**src/ssp_pkg.sv**
```systemverilog
// Package: payload types, codes and constants of the segment stream parser.
package ssp_pkg;

	localparam int NUMBER_BITS_DEF = 63;
	localparam int SEG_BITS        = 63;
	localparam int CFG_DATA_BITS   = 64;
	localparam int CFG_ADDR_BITS   = 4;

	// Register select, taken from paddr[3] (registers sit 8 bytes apart)
	localparam logic REG_LIMIT_ENABLE = 1'b0;
	localparam logic REG_SIZE_LIMIT   = 1'b1;

	// Result kinds
	localparam logic [1:0] KIND_HEADER  = 2'd0;
	localparam logic [1:0] KIND_PAYLOAD = 2'd1;
	localparam logic [1:0] KIND_END     = 2'd2;
	localparam logic [1:0] KIND_ERROR   = 2'd3;

	// Error codes
	localparam logic [2:0] ERR_TOO_LARGE  = 3'd0;
	localparam logic [2:0] ERR_BAD_DIGIT  = 3'd1;
	localparam logic [2:0] ERR_BAD_NL     = 3'd2;
	localparam logic [2:0] ERR_OVERLAP    = 3'd3;
	localparam logic [2:0] ERR_OVER_LIMIT = 3'd4;
	localparam logic [2:0] ERR_TRUNCATED  = 3'd5;

	// Characters
	localparam logic [7:0] CHAR_ZERO  = 8'h30;
	localparam logic [7:0] CHAR_NINE  = 8'h39;
	localparam logic [7:0] CHAR_SPACE = 8'h20;
	localparam logic [7:0] CHAR_NL    = 8'h0A;

	typedef struct packed {
		logic [7:0] in_byte;
		logic       end_of_stream;
	} item_t;

	typedef struct packed {
		logic [1:0]          result_kind;
		logic [SEG_BITS-1:0] seg_offset;
		logic [SEG_BITS-1:0] seg_length;
		logic [7:0]          data_byte;
		logic                last_in_segment;
		logic [2:0]          error_code;
	} result_t;

endpackage

```
**src/sparse_segment_stream_parser.sv**
```systemverilog
// Top level: segment stream parser with APB configuration and one result register.
//
// Usage
//   Bytes of a segment stream come in on the item channel (item_valid/item_ready,
//   payload item). Each segment is an ASCII header "offset length\n" followed by
//   length raw bytes. One request carries one byte or an end-of-stream mark.
//   Results leave on the result channel (result_valid/result_ready): a header
//   report, a passed-through payload byte, a clean end, or an error.
//   A result is registered: it appears in the cycle after the request that causes it.
//   Throughput: one request per cycle while the result side does not stall; the
//   header parse, the multiply-by-ten digit accumulate and the order/limit checks
//   all settle combinationally between the state registers and the result register.
//   Stall: the result register holds while result_ready is low; item_ready
//   stays high as long as the result register is empty or being drained.
//   Errors are sticky: after one error report every later request is taken
//   and dropped until reset.
//   Reset (arst_n low) clears the parse state, the previous segment end and
//   both configuration registers (size limit off). Configuration is written
//   over APB at byte 0 (limit_enable) and byte 8 (size_limit).
module sparse_segment_stream_parser
	import ssp_pkg::*;
#(
	parameter int NUMBER_BITS = NUMBER_BITS_DEF
) (
	input  logic                     clk,
	input  logic                     arst_n,
	// configuration port
	input  logic                     psel,
	input  logic                     penable,
	input  logic                     pwrite,
	input  logic [CFG_ADDR_BITS-1:0] paddr,
	input  logic [CFG_DATA_BITS-1:0] pwdata,
	output logic [CFG_DATA_BITS-1:0] prdata,
	output logic                     pready,
	// byte stream in
	input  logic                     item_valid,
	output logic                     item_ready,
	input  item_t                    item,
	// results out
	output logic                     result_valid,
	input  logic                     result_ready,
	output result_t                  result
);

	localparam int NB = NUMBER_BITS;
	localparam logic [NB-1:0] NUM_MAX = {NB{1'b1}};

	// parse phases
	localparam logic [2:0] PH_OFFSET  = 3'd0;
	localparam logic [2:0] PH_LENGTH  = 3'd1;
	localparam logic [2:0] PH_NEWLINE = 3'd2;
	localparam logic [2:0] PH_PAYLOAD = 3'd3;
	localparam logic [2:0] PH_ERROR   = 3'd4;

	// configuration registers
	logic                limit_enable_q;
	logic [SEG_BITS-1:0] size_limit_q;

	// parse state
	logic [2:0]    phase_q, phase_nxt;
	logic [NB-1:0] offset_acc_q, offset_acc_nxt;
	logic [NB-1:0] length_rem_q, length_rem_nxt;
	logic          offset_begun_q, offset_begun_nxt;
	logic          length_begun_q, length_begun_nxt;
	logic [NB-1:0] last_end_q, last_end_nxt;

	// result register
	logic    res_valid_q;
	result_t res_q;
	result_t res_nxt;
	logic    emit;

	logic          accept;
	logic          cfg_write;
	logic          is_digit, is_space, is_nl;
	logic [3:0]    digit;
	logic [NB-1:0] acc_sel;
	logic [NB+3:0] acc_times_ten;
	logic          acc_overflow;
	logic [NB:0]   end_sum;
	logic          hdr_overlap, hdr_over_limit;

	//------------------------------------------------------------------
	// Configuration port: zero wait states, register picked by paddr[3]
	//------------------------------------------------------------------
	assign pready    = 1'b1;
	assign cfg_write = psel && penable && pwrite;

	always_ff @(posedge clk or negedge arst_n) begin
		if (!arst_n) begin
			limit_enable_q <= 1'b0;
			size_limit_q   <= '0;
		end else if (cfg_write) begin
			case (paddr[3])
				REG_LIMIT_ENABLE: limit_enable_q <= pwdata[0];
				REG_SIZE_LIMIT:   size_limit_q   <= pwdata[SEG_BITS-1:0];
				default:          ;
			endcase
		end
	end

	always_comb begin
		case (paddr[3])
			REG_LIMIT_ENABLE: prdata = CFG_DATA_BITS'(limit_enable_q);
			REG_SIZE_LIMIT:   prdata = CFG_DATA_BITS'(size_limit_q);
			default:          prdata = '0;
		endcase
	end

	//------------------------------------------------------------------
	// Handshake: take a request whenever the result slot is free or
	// drains this cycle.
	//------------------------------------------------------------------
	assign item_ready   = !res_valid_q || result_ready;
	assign accept       = item_valid && item_ready;
	assign result_valid = res_valid_q;
	assign result       = res_q;

	//------------------------------------------------------------------
	// Character classes and the shared digit accumulator.
	// acc*10 + d is formed as (acc<<3) + (acc<<1) + d; any bit at or above
	// NB means the number no longer fits.
	//------------------------------------------------------------------
	always_comb begin
		is_digit = item.in_byte inside {[CHAR_ZERO:CHAR_NINE]};
		is_space = (item.in_byte == CHAR_SPACE);
		is_nl    = (item.in_byte == CHAR_NL);
	end

	assign digit         = 4'(item.in_byte - CHAR_ZERO);
	assign acc_sel       = (phase_q == PH_OFFSET) ? offset_acc_q : length_rem_q;
	assign acc_times_ten = ({acc_sel, 3'b000} + (NB+4)'({acc_sel, 1'b0}))
	                       + (NB+4)'(digit);
	assign acc_overflow  = |acc_times_ten[NB+3:NB];

	//------------------------------------------------------------------
	// Header checks. offset + len > size_limit covers both limit tests:
	// a length above the limit always pushes the sum above it as well.
	//------------------------------------------------------------------
	assign end_sum        = (NB+1)'(offset_acc_q) + (NB+1)'(length_rem_q);
	assign hdr_overlap    = (offset_acc_q < last_end_q);
	assign hdr_over_limit = limit_enable_q && (64'(end_sum) > 64'(size_limit_q));

	//------------------------------------------------------------------
	// Next state and result for the request in hand
	//------------------------------------------------------------------
	always_comb begin
		phase_nxt        = phase_q;
		offset_acc_nxt   = offset_acc_q;
		length_rem_nxt   = length_rem_q;
		offset_begun_nxt = offset_begun_q;
		length_begun_nxt = length_begun_q;
		last_end_nxt     = last_end_q;
		emit             = 1'b0;
		res_nxt          = '0;

		if (phase_q == PH_OFFSET || phase_q == PH_LENGTH || phase_q == PH_NEWLINE
		    || phase_q == PH_PAYLOAD) begin
			if (item.end_of_stream) begin
				emit = 1'b1;
				if (offset_begun_q || phase_q == PH_PAYLOAD) begin
					phase_nxt          = PH_ERROR;
					res_nxt.result_kind = KIND_ERROR;
					res_nxt.error_code  = ERR_TRUNCATED;
				end else begin
					res_nxt.result_kind = KIND_END;
				end
			end else begin
				case (phase_q)
					PH_OFFSET, PH_LENGTH: begin
						if (is_digit) begin
							if (acc_overflow) begin
								emit                = 1'b1;
								phase_nxt           = PH_ERROR;
								res_nxt.result_kind = KIND_ERROR;
								res_nxt.error_code  = ERR_TOO_LARGE;
							end else if (phase_q == PH_OFFSET) begin
								offset_acc_nxt   = acc_times_ten[NB-1:0];
								offset_begun_nxt = 1'b1;
							end else begin
								length_rem_nxt   = acc_times_ten[NB-1:0];
								length_begun_nxt = 1'b1;
							end
						end else if (phase_q == PH_OFFSET && (is_space || is_nl)) begin
							if (offset_begun_q) begin
								phase_nxt = PH_LENGTH;
							end
						end else if (phase_q == PH_LENGTH && is_space) begin
							if (length_begun_q) begin
								phase_nxt = PH_NEWLINE;
							end
						end else if (phase_q == PH_LENGTH && is_nl) begin
							if (length_begun_q) begin
								emit = 1'b1;
							end
						end else begin
							emit                = 1'b1;
							phase_nxt           = PH_ERROR;
							res_nxt.result_kind = KIND_ERROR;
							res_nxt.error_code  = ERR_BAD_DIGIT;
						end
					end
					PH_NEWLINE: begin
						if (is_nl) begin
							emit = 1'b1;
						end else if (!is_space) begin
							emit                = 1'b1;
							phase_nxt           = PH_ERROR;
							res_nxt.result_kind = KIND_ERROR;
							res_nxt.error_code  = ERR_BAD_NL;
						end
					end
					PH_PAYLOAD: begin
						emit                    = 1'b1;
						length_rem_nxt          = length_rem_q - NB'(1);
						res_nxt.result_kind     = KIND_PAYLOAD;
						res_nxt.data_byte       = item.in_byte;
						res_nxt.last_in_segment = (length_rem_q == NB'(1));
						if (length_rem_q == NB'(1)) begin
							phase_nxt        = PH_OFFSET;
							offset_acc_nxt   = '0;
							offset_begun_nxt = 1'b0;
							length_begun_nxt = 1'b0;
						end
					end
					default: ;
				endcase

				// header closed by a newline in the length or newline phase
				if (emit && res_nxt.result_kind == KIND_HEADER
				    && phase_nxt != PH_ERROR) begin
					if (hdr_overlap) begin
						phase_nxt           = PH_ERROR;
						res_nxt.result_kind = KIND_ERROR;
						res_nxt.error_code  = ERR_OVERLAP;
					end else if (hdr_over_limit) begin
						phase_nxt           = PH_ERROR;
						res_nxt.result_kind = KIND_ERROR;
						res_nxt.error_code  = ERR_OVER_LIMIT;
					end else begin
						last_end_nxt       = end_sum[NB] ? NUM_MAX : end_sum[NB-1:0];
						res_nxt.seg_offset = SEG_BITS'(offset_acc_q);
						res_nxt.seg_length = SEG_BITS'(length_rem_q);
						if (length_rem_q == '0) begin
							// empty segment: report it as its own last byte
							res_nxt.last_in_segment = 1'b1;
							phase_nxt        = PH_OFFSET;
							offset_acc_nxt   = '0;
							offset_begun_nxt = 1'b0;
							length_begun_nxt = 1'b0;
						end else begin
							phase_nxt = PH_PAYLOAD;
						end
					end
				end
			end
		end
	end

	//------------------------------------------------------------------
	// State registers: advance on every taken request
	//------------------------------------------------------------------
	always_ff @(posedge clk or negedge arst_n) begin
		if (!arst_n) begin
			phase_q        <= PH_OFFSET;
			offset_acc_q   <= '0;
			length_rem_q   <= '0;
			offset_begun_q <= 1'b0;
			length_begun_q <= 1'b0;
			last_end_q     <= '0;
		end else if (accept) begin
			phase_q        <= phase_nxt;
			offset_acc_q   <= offset_acc_nxt;
			length_rem_q   <= length_rem_nxt;
			offset_begun_q <= offset_begun_nxt;
			length_begun_q <= length_begun_nxt;
			last_end_q     <= last_end_nxt;
		end
	end

	// Result register: load on a request that reports, drop once taken
	always_ff @(posedge clk or negedge arst_n) begin
		if (!arst_n) begin
			res_valid_q <= 1'b0;
		end else if (accept && emit) begin
			res_valid_q <= 1'b1;
		end else if (result_ready) begin
			res_valid_q <= 1'b0;
		end
	end

	always_ff @(posedge clk) begin
		if (accept && emit) begin
			res_q <= res_nxt;
		end
	end

endmodule

```
**config.mk**
```make
export PLATFORM = sky130hd
export DESIGN_NAME = sparse_segment_stream_parser
export DESIGN_NICKNAME = d
export VERILOG_FILES = /design/src/ssp_pkg.sv /design/src/sparse_segment_stream_parser.sv
export SDC_FILE = /design/constraint.sdc
export NUM_CORES = 1
export LEC_CHECK = 0
export BUFFER_PORTS_ARGS = -buffer_cell sky130_fd_sc_hd__buf_2
export CAP_MARGIN = 40
export CORE_MARGIN = 1.5
export CORE_UTILIZATION = 35
export CTS_CLUSTER_DIAMETER = 200
export DETAILED_ROUTE_END_ITERATION = 8
export RECOVER_POWER = 100
export SETUP_SLACK_MARGIN = 0.15
export SYNTH_ARGS = -nofsm -noshare
export SYNTH_HDL_FRONTEND = slang
export SYNTH_SLANG_ARGS = --single-unit
```
**constraint.sdc**
```tcl
create_clock -name clk -period 9.3 [get_ports clk]
set_input_delay 1.86 -clock clk [delete_from_list [all_inputs] [get_ports clk]]
set_output_delay 1.86 -clock clk [all_outputs]
set_load 0.1 [all_outputs]
```
==> flow_summary.ini <==
[status]
violations = max-capacitance violations, max-slew violations
status = finished, violations left

[place]
placed_area_sq_um = 32000
io_buffers = 284
placed_cells = 4432
gp_congestion = 0.913
dp_hpwl_mm = 71.0

[die]
rows = 105
die_h_um = 292
start_util = 0.355
die_width_um = 292
design.portCount = 291
dieArea_sq_um = 85500
fp.coreArea_sq_um = 82500

[critical_path]
reg2reg_setup_slack_ns = 1.06
r2r_cells = 17
cp_slowest_cell = a21oi_1
r2r-start = phase_q[2]
cp_max_fo = 31
path_depth = 17
worstPathArrival_ns = 8.71
crit_path_end = length_rem_q[31]
crit_chain = nor3_1, buf_4, mux2_1, fa_1, ha_1, a211oi_1, o21ai_0, o311ai_0, a21oi_1, o2111ai_1, a21oi_1, mux2i_1, or3b_1, or3_1, a21oi_1, buf_4, a21oi_1
critical_path.startpoint = phase_q[2]
crit_path_frequent_cell = a21oi_1
crit_buf_inv = 2
crit_type = flip-flop to flip-flop
critPathLaunchType = flip-flop
crit_path_max_incr_delay_ns = 1.71
r2r_end = length_rem_q[31]
worst_ep_required_time_ns = 9.77
end_kind = flip-flop
critPathTopFamily = compound AO/OA/AOI/OAI gates

[global_route]
grt_pass1_wl_mm = 145
grt_pass1_vias = 24800
grt_overflow = 0
grt_antenna_before_repair = 2
grt_start_max_net_pins = 150
track_usage = 0.216

[yosys]
yosysTopAreaCell = dfrtp_1
synth_cell_types = 85
yosysTopAreaCellShare = 0.221
synthMostInstantiatedCell = ha_1
synth_area_leaders = dfrtp_1 (22%), edfxtp_1 (14%), ha_1 (13%), a21oi_1 (5.0%), mux2_2 (4.8%)
synth_enable_flop_cells = 140
synth.avg_cell_area_sq_um = 9.21
synthFlopType = dfrtp_1
synthCells = 3182
syn_nets = 3584
synth_area_sq_um = 29300
yosysSeqAreaShare = 0.365
synthTopCellsByCount = ha_1 (315), a21oi_1 (294), dfrtp_1 (259), nor2_1 (226)
synth-warning-count = 0
synthArstFlopShare = 0.649
ys_seq_elements = 399

[route]
wl_per_cell_um = 20.7
ant_nets = 0
dr_wl_met3_mm = 5.44
wl_met1_mm = 42.6
wl_met2_mm = 43.1
firstDrtPassIters = 6
drt-total-wl_mm = 93.8
top_layer_used = met5
drcViolationCount = 0
vias = 25200
drt_iter0_markers = 2040
via_per_inst = 5.57

[finish]
num-nets-final = 3816
final_cells = 4527
syn_to_final_growth_pct = 13.5
finalInstanceArea_sq_um = 33300
drive_gt1_frac = 0.0998
final_core_util = 0.403

[timing]
max_freq_mhz = 121
whs_ns = 0.513
finalCritPeriodShare = 0.886
setup_viol = 0
drv_slew = 347
tightest_slew_ns = 4.03
hold_viol = 0
slew_headroom = -1.69
tns_ns = 0
rsz0062_at_grt = no
finClkSkew_ns = 0.0475
timing.final.crit_period_ns = 8.24

[power_and_ir_drop]
p_sw_frac = 0.293
peakVddDrop_v = 0.000152
clkPwrFrac = 0.446
p_sw_mw = 1.33
p_int_mw = 3.21
cellPowerDensity_nw_per_um2 = 136
p_leak_nw = 15.1
combPwrFrac = 0.130
seq_power_share = 0.425

[clocking]
cts_made_buffers = 50
holdBufCountCts = 0
clk_path_buf_depth = 3
cts_resized = 0
cts_tree = done
htree_levels = 2
root_buffer = clkbuf_16
cts_sinks = 399
clkLatencyLatePin_ns = 0.63
clk_pin_slew_ns = 0.06
cts_setup_buffers = 0

[worst_hold_path]
hold_path.class = flip-flop to flip-flop

[flow_run]
drv_cap = 7
placed cells by master, fill, tap and decap left out, types with 25 or more instances in the layout:
cell type    n
a21o_1      76
a21oi_1    295
a22o_1      54
a31oi_1     56
and2_0      50
and2_1     160
buf_2       83
clkbuf_1   221
clkbuf_16   50
dfrtp_1    259
edfxtp_1   140
ha_1       315
inv_1      168
mux2_2     123
nand2_1    212
nand3_1     90
nand4_1     46
nor2_1     225
nor3_1      51
o21ai_0    170
o21bai_1    28
o31ai_1     25
xnor2_1     65
xor2_1      50
stage by stage:
step | worst slack (ns) | power, mW
floorplan | 0.636 | 2.41
global placement | 1.60 | 2.56
detailed placement | 1.56 | 2.57
CTS | 1.55 | 4.61
global route | 0.709 | 4.71
finish | 1.06 | 4.54
state kept, by name, summed over array words and instances (netlist names):
name and count:
length_begun_q 1, limit_enable_q 1, last_end_q 63, result 140, phase_q 3, offset_begun_q 1, length_rem_q 63, result_valid 1
offset_acc_q 63, size_limit_q 63
layout make-up:
type,instances,area [sq um]
well taps,1070,1340
multi-input cells,2465,17400
flip-flops and latches,399,10700
diodes,1,2.50
clock buffers,59,1320
inverters,168,631
clock inverters,35,389
fillers,8315,49200
repair buffers,330,1540
worst register-to-register path: stages (launching register included):
cell	delay, ns
dfrtp_1	0.57
nor3_1	0.33
buf_4	0.41
mux2_1	0.43
fa_1	0.49
ha_1	0.32
a211oi_1	0.25
o21ai_0	0.23
o311ai_0	0.67
a21oi_1	0.27
o2111ai_1	0.37
a21oi_1	0.20
mux2i_1	0.16
or3b_1	0.45
or3_1	0.44
a21oi_1	1.71
buf_4	0.63
a21oi_1	0.17
per-layer routing:
metal | track usage | vias to the layer above
met1 | 0.293 | 12200
met5 | 0 | -
met4 | 0.0658 | 4
li1 | - | 12100
met2 | 0.352 | 748
met3 | 0.0341 | 130
power groups by stage:
stage                     clock [mW]  sequential (mW)  combinational, mW
after floorplan                    0             1.94              0.471
after global placement             0             1.96              0.602
after detailed placement           0             1.96              0.605
after CTS                       2.07             1.93              0.608
after global routing            2.14             1.94              0.633
final                           2.02             1.93              0.588
cells by family (layout without fill, tap and decap cells):
| kind of cell | count (synthesis) | after routing | synth area share |
|---|---|---|---|
| AND/OR/NAND/NOR | 987 | 987 | 0.171 |
| multiplexers | 135 | 135 | 0.0515 |
| AO/OA/AOI/OAI | 908 | 908 | 0.199 |
| buffers and inverters | 318 | 592 | 0.0427 |
| flip-flops | 399 | 399 | 0.365 |
| other | 2 | 3 | 0.000256 |
| XOR/XNOR | 115 | 115 | 0.0344 |
| adder cells (fa/ha/maj) | 318 | 318 | 0.137 |
how the worst min path moves through the flow:
stage                         startpoint              to  cells after the start  slack [ns]
final                     last_end_q[23]  last_end_q[23]                      2        0.51
after global routing      last_end_q[37]  last_end_q[37]                      2        0.54
after CTS                 last_end_q[23]  last_end_q[23]                      2        0.52
after detailed placement  last_end_q[23]  last_end_q[23]                      2        0.50
after global placement    last_end_q[43]  last_end_q[43]                      2        0.50
after floorplan           last_end_q[23]  last_end_q[23]                      2        0.48
(Power assumes the default switching activity.)
